$ cat src/rtl/dpia_pkg.sv
// ---------------------------------------------------------------------------
// dpia_pkg
// Widths, constants and pipeline depth of the integer dew point estimator.
// ---------------------------------------------------------------------------
package dpia_pkg;

  // transaction field widths
  localparam int HUM_W  = 8;
  localparam int TEMP_W = 12;
  localparam int DEW_W  = 12;

  // Magnus approximation constants
  localparam int LOG_NUM = 980;    // numerator of the coarse log term
  localparam int LOG_MAX = 200;    // clamp on the log estimate
  localparam int LOG_OFS = 20000;  // offset on 100 * log estimate
  localparam int LOG_DIV = 43;     // divisor of the humidity term
  localparam int MAG_A   = 881;    // temperature term numerator factor
  localparam int MAG_B   = 243;    // temperature term divisor offset
  localparam int MAG_D   = 1762;   // final divisor offset
  localparam int MAG_N   = 24310;  // final dividend
  localparam int RND_OFS = 51;     // rounding offset before the last divide

  // divide-by-ten reciprocals (multiply then shift)
  localparam int R10_T_MUL = 6554;   // exact for magnitudes up to 2048
  localparam int R10_T_SH  = 16;
  localparam int R10_Q_MUL = 52429;  // exact for magnitudes up to 32767
  localparam int R10_Q_SH  = 19;

  // largest magnitude of the temperature in whole degrees
  localparam int A_MAX = 204;

  // internal widths
  localparam int K1_W   = 10;  // humidity term, -465..0
  localparam int TP_W   = 10;  // positive temperature term, 0..804
  localparam int TN_W   = 14;  // negative temperature term magnitude, 0..9216
  localparam int AMAG_W = 8;   // whole degree magnitude, 0..204
  localparam int K_W    = 15;  // combined term, -9681..804
  localparam int D_W    = 14;  // final divisor, 958..11443
  localparam int QT_W   = 5;   // final quotient, 0..25
  localparam int REM_W  = 15;  // divider remainder
  localparam int Q_W    = 16;  // scaled dew point, about +/-20100

  // register stages from input to output
  localparam int NSTG = 7;

  typedef logic [HUM_W-1:0]         hum_t;
  typedef logic signed [TEMP_W-1:0] temp_t;
  typedef logic signed [DEW_W-1:0]  dew_t;

endpackage

$ cat src/rtl/dpia_if.sv
// ---------------------------------------------------------------------------
// dpia_in_if / dpia_out_if
// Valid/ready channels carrying sensor readings in and dew points out.
// ---------------------------------------------------------------------------
interface dpia_in_if;
  import dpia_pkg::*;

  logic  valid;
  logic  ready;
  hum_t  humidity_pct;
  temp_t temp_tenths;

  modport source (output valid, humidity_pct, temp_tenths, input ready);
  modport sink   (input valid, humidity_pct, temp_tenths, output ready);
endinterface

interface dpia_out_if;
  import dpia_pkg::*;

  logic valid;
  logic ready;
  dew_t dew_point_tenths;

  modport source (output valid, dew_point_tenths, input ready);
  modport sink   (input valid, dew_point_tenths, output ready);
endinterface

$ cat src/rtl/dew_point_integer_approx_top.sv
// ---------------------------------------------------------------------------
// dew_point_integer_approx_top
// Integer Magnus dew point estimate from humidity (%) and temperature (0.1C).
// ---------------------------------------------------------------------------
//  channel   direction  payload                         handshake
//  in_chan   sink       humidity_pct, temp_tenths       valid / ready
//  out_chan  source     dew_point_tenths                valid / ready
//
//  Seven register stages; one transaction accepted per cycle while out_chan
//  is not stalled. The result is driven from the stage 7 register. The rate
//  is set by the stage chain, each stage holding one transaction.
//  Reset (rst_n low, synchronous) clears the stage valid bits only.
//  Each stage advances when it is empty or the next one moves, so a stall on
//  out_chan fills bubbles first and then holds in_chan.ready low.
// ---------------------------------------------------------------------------
module dew_point_integer_approx_top (
  input  logic        clk,
  input  logic        rst_n,
  dpia_in_if.sink     in_chan,
  dpia_out_if.source  out_chan
);
  import dpia_pkg::*;

  // constant tables, built at elaboration
  logic signed [K1_W-1:0] k1_tab  [256];
  logic [TP_W-1:0]        tp_tab  [256];
  logic [TN_W-1:0]        tn_tab  [256];

  // stage control
  logic [NSTG:1] vld_r;
  logic [NSTG:1] vld_src;
  logic [NSTG:1] st_en;

  // stage 1: humidity term, temperature magnitude
  logic signed [K1_W-1:0] s1_k1_r, s1_k1_nxt;
  logic [TEMP_W-1:0]      s1_tmag_r, s1_tmag_nxt;
  logic                   s1_tneg_r, s1_tneg_nxt;
  // stage 2: whole degrees
  logic signed [K1_W-1:0] s2_k1_r;
  logic [AMAG_W-1:0]      s2_amag_r, s2_amag_nxt;
  logic                   s2_aneg_r;
  logic [TEMP_W+13-1:0]   s2_prod;
  // stage 3: combined term and final divisor
  logic signed [K_W-1:0]  s3_k_r, s3_k_nxt;
  logic [D_W-1:0]         s3_d_r, s3_d_nxt;
  logic signed [K_W-1:0]  s3_term;
  logic signed [K_W:0]    s3_dfull;
  // stage 4: upper quotient bits
  logic signed [K_W-1:0]  s4_k_r;
  logic [D_W-1:0]         s4_d_r;
  logic [REM_W-1:0]       s4_rem_r, s4_rem_nxt;
  logic [QT_W-1:0]        s4_quo_r, s4_quo_nxt;
  // stage 5: lower quotient bits
  logic signed [K_W-1:0]  s5_k_r;
  logic [QT_W-1:0]        s5_quo_r, s5_quo_nxt;
  // stage 6: product
  logic signed [Q_W-1:0]  s6_q_r, s6_q_nxt;
  logic [19:0]            s6_prod;
  // stage 7: rounding and divide by ten
  dew_t                   s7_res_r, s7_res_nxt;
  logic [Q_W-1:0]         s7_qmag;
  logic [Q_W-1:0]         s7_qrnd;
  logic [Q_W+16-1:0]      s7_prod;
  logic [DEW_W-1:0]       s7_rmag;

  // humidity table: (100 * clamped log estimate - 20000) / 43
  for (genvar g = 0; g < 256; g++) begin : g_k1_tab
    localparam int HDIV   = (g == 0) ? 1 : g;
    localparam int LE_BAS = (LOG_NUM - LOG_NUM / HDIV) / 10;
    localparam int LE_RNG = (g < 31) ? (19 * g) / 10 - 4 :
                            (g > 51 && g < 81) ? (67 * g) / 100 + 42 :
                            (67 * g) / 100 + 39;
    localparam int LE_RAW = (g == 1) ? 0 : (g < 8) ? 11 * g + 11 : LE_BAS + LE_RNG;
    localparam int LE     = (LE_RAW > LOG_MAX) ? LOG_MAX : LE_RAW;
    localparam int K1     = (100 * LE - LOG_OFS) / LOG_DIV;
    assign k1_tab[g] = K1_W'(K1);
  end

  // temperature tables: 2 * (881 * a) / (243 + a), by sign of a
  for (genvar m = 0; m < 256; m++) begin : g_term_tab
    localparam int MV     = (m <= A_MAX) ? m : 0;
    localparam int TDIV_P = MAG_B + MV;
    localparam int TDIV_N = MAG_B - MV;
    localparam int TP     = 2 * ((MAG_A * MV) / TDIV_P);
    localparam int TN     = 2 * ((MAG_A * MV) / TDIV_N);
    assign tp_tab[m] = TP_W'(TP);
    assign tn_tab[m] = TN_W'(TN);
  end

  // stage enables: a stage moves when empty or when its successor moves
  always_comb begin
    st_en[NSTG] = !vld_r[NSTG] || out_chan.ready;
    for (int i = NSTG - 1; i >= 1; i--) begin
      st_en[i] = !vld_r[i] || st_en[i+1];
    end
  end

  assign vld_src        = {vld_r[NSTG-1:1], in_chan.valid};
  assign in_chan.ready  = st_en[1];
  assign out_chan.valid = vld_r[NSTG];
  assign out_chan.dew_point_tenths = s7_res_r;

  always_ff @(posedge clk) begin
    if (!rst_n) begin
      vld_r <= '0;
    end else begin
      for (int i = 1; i <= NSTG; i++) begin
        if (st_en[i]) begin
          vld_r[i] <= vld_src[i];
        end
      end
    end
  end

  // stage 1
  always_comb begin
    s1_k1_nxt   = k1_tab[in_chan.humidity_pct];
    s1_tneg_nxt = in_chan.temp_tenths[TEMP_W-1];
    s1_tmag_nxt = s1_tneg_nxt ? TEMP_W'(-in_chan.temp_tenths)
                              : TEMP_W'(in_chan.temp_tenths);
  end

  // stage 2: |t| / 10 by reciprocal
  always_comb begin
    s2_prod     = (TEMP_W+13)'(s1_tmag_r) * (TEMP_W+13)'(R10_T_MUL);
    s2_amag_nxt = s2_prod[R10_T_SH +: AMAG_W];
  end

  // stage 3: add temperature term, form divisor
  always_comb begin
    s3_term  = s2_aneg_r ? -K_W'(signed'({1'b0, tn_tab[s2_amag_r]}))
                         : K_W'(signed'({1'b0, tp_tab[s2_amag_r]}));
    s3_k_nxt = K_W'(s2_k1_r) + s3_term;
    s3_dfull = (K_W+1)'(MAG_D) - (K_W+1)'(s3_k_nxt);
    s3_d_nxt = s3_dfull[D_W-1:0];
  end

  // stage 4: restoring divide, quotient bits 4..2
  always_comb begin
    logic [REM_W+4-1:0] rem;
    logic [REM_W+4-1:0] dsh;
    rem        = (REM_W+4)'(MAG_N);
    s4_quo_nxt = '0;
    for (int i = QT_W - 1; i >= 2; i--) begin
      dsh = (REM_W+4)'(s3_d_r) << i;
      if (rem >= dsh) begin
        rem           = rem - dsh;
        s4_quo_nxt[i] = 1'b1;
      end
    end
    s4_rem_nxt = rem[REM_W-1:0];
  end

  // stage 5: quotient bits 1..0
  always_comb begin
    logic [REM_W+1-1:0] rem;
    logic [REM_W+1-1:0] dsh;
    rem        = (REM_W+1)'(s4_rem_r);
    s5_quo_nxt = s4_quo_r;
    for (int i = 1; i >= 0; i--) begin
      dsh = (REM_W+1)'(s4_d_r) << i;
      if (rem >= dsh) begin
        rem           = rem - dsh;
        s5_quo_nxt[i] = 1'b1;
      end
    end
  end

  // stage 6: quotient times combined term
  always_comb begin
    s6_prod  = 20'(s5_k_r) * 20'(s5_quo_r);
    s6_q_nxt = signed'(s6_prod[Q_W-1:0]);
  end

  // stage 7: round away from zero, divide by ten
  always_comb begin
    s7_qmag    = s6_q_r[Q_W-1] ? Q_W'(-s6_q_r) : Q_W'(s6_q_r);
    s7_qrnd    = s7_qmag + Q_W'(RND_OFS);
    s7_prod    = (Q_W+16)'(s7_qrnd) * (Q_W+16)'(R10_Q_MUL);
    s7_rmag    = s7_prod[R10_Q_SH +: DEW_W];
    s7_res_nxt = s6_q_r[Q_W-1] ? dew_t'(-s7_rmag) : dew_t'(s7_rmag);
  end

  // payload registers
  always_ff @(posedge clk) begin
    if (st_en[1]) begin
      s1_k1_r   <= s1_k1_nxt;
      s1_tmag_r <= s1_tmag_nxt;
      s1_tneg_r <= s1_tneg_nxt;
    end
    if (st_en[2]) begin
      s2_k1_r   <= s1_k1_r;
      s2_amag_r <= s2_amag_nxt;
      s2_aneg_r <= s1_tneg_r;
    end
    if (st_en[3]) begin
      s3_k_r <= s3_k_nxt;
      s3_d_r <= s3_d_nxt;
    end
    if (st_en[4]) begin
      s4_k_r   <= s3_k_r;
      s4_d_r   <= s3_d_r;
      s4_rem_r <= s4_rem_nxt;
      s4_quo_r <= s4_quo_nxt;
    end
    if (st_en[5]) begin
      s5_k_r   <= s4_k_r;
      s5_quo_r <= s5_quo_nxt;
    end
    if (st_en[6]) begin
      s6_q_r <= s6_q_nxt;
    end
    if (st_en[7]) begin
      s7_res_r <= s7_res_nxt;
    end
  end

`ifndef SYNTH
  // occupancy grows by one on an input transaction without an output one
  a_occupancy: assert property (@(posedge clk) disable iff (!rst_n)
    (in_chan.valid && in_chan.ready && !(out_chan.valid && out_chan.ready))
    |=> $countones(vld_r) == $past($countones(vld_r)) + 1)
    else $error("pipeline occupancy did not grow on input transaction");

  // whole degree magnitude stays within the table range
  a_amag_range: assert property (@(posedge clk) disable iff (!rst_n)
    vld_r[2] |-> s2_amag_r <= AMAG_W'(A_MAX))
    else $error("temperature magnitude out of table range");

  // final divisor never drops below its bound
  a_div_range: assert property (@(posedge clk) disable iff (!rst_n)
    vld_r[3] |-> s3_d_r >= D_W'(958))
    else $error("final divisor below bound");

  // a full pipeline whose output is not taken holds in_chan.ready low
  a_full_hold: assert property (@(posedge clk) disable iff (!rst_n)
    (&vld_r && !out_chan.ready) |-> !in_chan.ready)
    else $error("full pipeline accepted while stalled");
`endif

endmodule
$ cat src/flat_wrapper.sv
// flat-port wrapper written by rule: the top's interface ports become plain ports
module dew_point_integer_approx_top_flat import dpia_pkg::*;
  (clk, rst_n, in_chan_valid, in_chan_humidity_pct, in_chan_temp_tenths, in_chan_ready, out_chan_valid, out_chan_dew_point_tenths, out_chan_ready);
  dpia_in_if in_chan_i ();
  dpia_out_if out_chan_i ();
  input  logic clk;
  input  logic rst_n;
  input wire logic [$bits(in_chan_i.valid)-1:0] in_chan_valid;
  input wire logic [$bits(in_chan_i.humidity_pct)-1:0] in_chan_humidity_pct;
  input wire logic [$bits(in_chan_i.temp_tenths)-1:0] in_chan_temp_tenths;
  output wire logic [$bits(in_chan_i.ready)-1:0] in_chan_ready;
  output wire logic [$bits(out_chan_i.valid)-1:0] out_chan_valid;
  output wire logic [$bits(out_chan_i.dew_point_tenths)-1:0] out_chan_dew_point_tenths;
  input wire logic [$bits(out_chan_i.ready)-1:0] out_chan_ready;
  assign in_chan_i.valid = in_chan_valid;
  assign in_chan_i.humidity_pct = in_chan_humidity_pct;
  assign in_chan_i.temp_tenths = in_chan_temp_tenths;
  assign in_chan_ready = in_chan_i.ready;
  assign out_chan_valid = out_chan_i.valid;
  assign out_chan_dew_point_tenths = out_chan_i.dew_point_tenths;
  assign out_chan_i.ready = out_chan_ready;
  dew_point_integer_approx_top u_core (.clk(clk), .rst_n(rst_n), .in_chan(in_chan_i), .out_chan(out_chan_i));
endmodule
$ cat config.mk
export PLATFORM = sky130hd
export DESIGN_NAME = dew_point_integer_approx_top_flat
export DESIGN_NICKNAME = d
export VERILOG_FILES = /design/src/rtl/dpia_pkg.sv /design/src/rtl/dpia_if.sv /design/src/rtl/dew_point_integer_approx_top.sv /design/src/flat_wrapper.sv
export SDC_FILE = /design/constraint.sdc
export NUM_CORES = 1
export LEC_CHECK = 0
export ABC_AREA = 0
export BUFFER_PORTS_ARGS = -buffer_cell sky130_fd_sc_hd__buf_2
export CORE_UTILIZATION = 40
export DETAILED_ROUTE_END_ITERATION = 7
export PLACE_DENSITY = 0.61
export SLEW_MARGIN = 20
export SYNTH_ARGS = -nofsm -noshare
export SYNTH_HDL_FRONTEND = slang
export SYNTH_SLANG_ARGS = --single-unit
$ cat constraint.sdc
create_clock -name clk -period 18.05 [get_ports clk]
set_clock_uncertainty 0.2 [all_clocks]
set_input_delay 1.805 -clock clk [delete_from_list [all_inputs] [get_ports clk]]
set_output_delay 1.805 -clock clk [all_outputs]
set_load 0.05 [all_outputs]
==> flow_metrics.env <==
export IMPL_outcome="finished clean"
export IMPL_setup_viol=0
export IMPL_cp_common_cell="inv_1"
export IMPL_ys_warn_count=0
export IMPL_n_fill_cell=5749
export IMPL_grt_overflow_total=0
export IMPL_critPathMaxFanout=6
export IMPL_hold_violations=0
export IMPL_yosys_top_cells_area="edfxtp_1 21%, ha_1 18%, fa_1 13%, inv_1 5.4%, xnor2_1 3.9%"
export IMPL_synth_top_family_by_area="adder cells"
export IMPL_async_reset_ff_frac=0
export IMPL_tightestPinTransition_ns=0.909
export IMPL_synth_simple_gate_area_frac=0.135
export IMPL_dpl_hpwl_um=46500
export IMPL_multi_input_area_um2=16700
export IMPL_io_pins=38
export IMPL_synth_top_area_frac=0.207
export IMPL_synth_edf_count=162
export IMPL_drive_above_1_share=0.0677
export IMPL_cts_inserted_buffers=17
export IMPL_clock_latency_ns=0.47
export IMPL_worst_setup_path_start_kind="flip-flop"
export IMPL_clkTransAtPathRegs_ns=0.08
export IMPL_yosysSeqAreaShare=0.213
export IMPL_core_area_um2=57900
export IMPL_postCtsSetupRepairBufs=0
export IMPL_final_cell_mix="341 x inv_1, 340 x ha_1, 213 x nand2_1"
export IMPL_setup_tns_ns=0
export IMPL_synth_adder_area_share=0.308
export IMPL_syn_area_um2=23500
export IMPL_synth_xor_area_frac=0.0624
export IMPL_dr_pass1_iters=8
export IMPL_hold_class="reg2reg"
export IMPL_yosysTopAreaCell="edfxtp_1"
export IMPL_finalWirelength_um=59400
export IMPL_final_common_cell="inv_1"
export IMPL_clock_sinks=169
export IMPL_cts_root_buf="clkbuf_16"
export IMPL_vias_per_cell=5.58
export IMPL_dominantRegCellSynth="edfxtp_1"
export IMPL_ys_ff_latch=169
export IMPL_rsz0062_at_grt="no"
export IMPL_htreeDepth=4
export IMPL_synth_area_mux_share=0.0432
export IMPL_drv_slew=0
export IMPL_grt_pass1_wl_um=96600
export IMPL_drc=0
export IMPL_crit_type="reg2reg"
export IMPL_track_usage=0.202
export IMPL_worstSetupEndpointType="flip-flop"
export IMPL_arrival_ns=9.38
export IMPL_min_period_over_period=0.519
export IMPL_initial_core_util=0.406
export IMPL_dieArea_um2=59800
export IMPL_antenna_left=0
export IMPL_ctsResizeCount=0
export IMPL_timing_slew_headroom=0.393
export IMPL_finalCriticalPeriod_ns=9.37
export IMPL_seq_area_um2=5000
export IMPL_gp_congestion=0.961
export IMPL_slowest_delay_ns=0.61
export IMPL_die_h_um=245
export IMPL_vias=18700
export IMPL_tritoncts="yes"
export IMPL_antenna_found_initial=1
export IMPL_grt_start_max_net_pins=78
export IMPL_synth_compound_area_share=0.161
export IMPL_drv_cap=0
export IMPL_rows=88
export IMPL_syn_num_nets=3125
export IMPL_syn_inst=2612
export IMPL_cts_buffer_depth=2
export IMPL_hold_buffers=0
export IMPL_cp_data_required_time_ns=18.06
export IMPL_critPathSlowestCell="xnor2_1"
export IMPL_port_buffers=37
export IMPL_ys_types=100
export IMPL_die_x_um=245
export IMPL_nets=3086
export IMPL_avgSynthCellArea_um2=9.01
export IMPL_wl_per_cell_um=17.7
export IMPL_fmax_mhz=107
export IMPL_syn2layout_area_growth_pct=5.92
export IMPL_grt_pass1_vias=18600
export IMPL_first_iter_violations=1514
[final cells by class]
class                           instances  share of cell area
Timing Repair Buffer                   56              0.0132
Multi-Input combinational cell       1986               0.671
Inverter                              343              0.0517
Antenna cell                            1            0.000100
Sequential cell                       169               0.201
Tap cell                              765              0.0384
Clock inverter                         15             0.00783
Clock buffer                           17              0.0171
[per-stage QoR]
| stage | cells | worst slack, ns | utilization | hold slack (ns) | area, um^2 |
|---|---|---|---|---|---|
| after floorplan | 2612 | 9.87 | - | 0.200 | 23500 |
| after global placement | 3319 | 8.98 | 0.419 | 0.203 | 24300 |
| after detailed placement | 3319 | 8.74 | 0.419 | 0.205 | 24300 |
| after CTS | 3351 | 8.74 | 0.430 | 0.208 | 24900 |
| after global routing | 3351 | 8.00 | 0.430 | 0.210 | 24900 |
| final | 3352 | 8.68 | 0.430 | 0.206 | 24900 |
[cells in the mapped netlist (11+ instances only)]
library cell / instances
nor2_1: 162
fa_1: 149
nor3_1: 45
a21o_1: 27
xnor2_1: 106
inv_1: 341
clkbuf_1: 61
o21a_1: 11
a21oi_1: 166
ha_1: 340
o22ai_1: 12
mux2_2: 27
a31oi_1: 27
buf_2: 24
edfxtp_1: 162
buf_1: 18
xor2_1: 59
nand2_1: 214
o211ai_1: 22
o21ai_0: 161
o221ai_1: 11
mux4_2: 23
nand3_1: 37
a21boi_0: 12
a211oi_1: 25
nor2b_1: 38
or3_1: 14
mux2i_1: 18
nand2b_1: 35
and2_1: 48
o31ai_1: 18
[worst paths after layout]
path                     startpoint                              endpoint  slack (ns)  depth (start not counted)
hold reg to reg   u_core.s4_k_r[10]                     u_core.s5_k_r[10]        0.21                          0
setup reg to reg   u_core.s6_q_r[2]  u_core.out_chan.dew_point_tenths[11]        8.68                         32
hold / removal    u_core.s4_k_r[10]                     u_core.s5_k_r[10]        0.21                          0
setup / recovery   u_core.s6_q_r[2]  u_core.out_chan.dew_point_tenths[11]        8.68                         32
[cell families (layout without fill, tap and decap cells)]
family          after synthesis  in the layout
other cells                   1              2
buf+inv                     457            431
mux                          69             69
fa+ha+maj                   490            490
compound gates              599            599
xor+xnor                    166            166
simple gates                661            661
flops                       169            169
[registers in the layout, indices dropped and copies added (netlist names)]
signal,cells
u_core.s1_tmag_r,12
u_core.s1_k1_r,10
u_core.s2_aneg_r,1
u_core.out_chan.dew_point_tenths,12
u_core.s5_quo_r,5
u_core.s4_d_r,14
u_core.s4_quo_r,3
u_core.s6_q_r,16
u_core.s2_k1_r,10
u_core.s4_k_r,14
u_core.s3_k_r,14
u_core.s4_rem_r,13
u_core.s3_d_r,14
u_core.s2_amag_r,8
u_core.s5_k_r,15
u_core.s1_tneg_r,1
u_core.vld_r,7
[critical path: cells and delay by family, from the launching register on]
kind / cells / cell delay, ns
DFF: 1 / 0.51
buffers and inverters: 5 / 0.35
AOI/OAI and AO/OA: 7 / 1.57
adders and majority gates: 7 / 3.07
xor gates and xnor gates: 4 / 1.02
and+or+nand+nor: 9 / 2.39
[metal layers]
layer  vias up  global-route usage  wire (um)
li1       9018                   -          -
met1      9001               0.274      26900
met2       579               0.323      27500
met3        93              0.0369       3650
met4         2              0.0682       1370
met5         -                   0          9
Power is not shown: default switching activity piles up to over one toggle a cycle in this logic, so the estimate is an artifact.
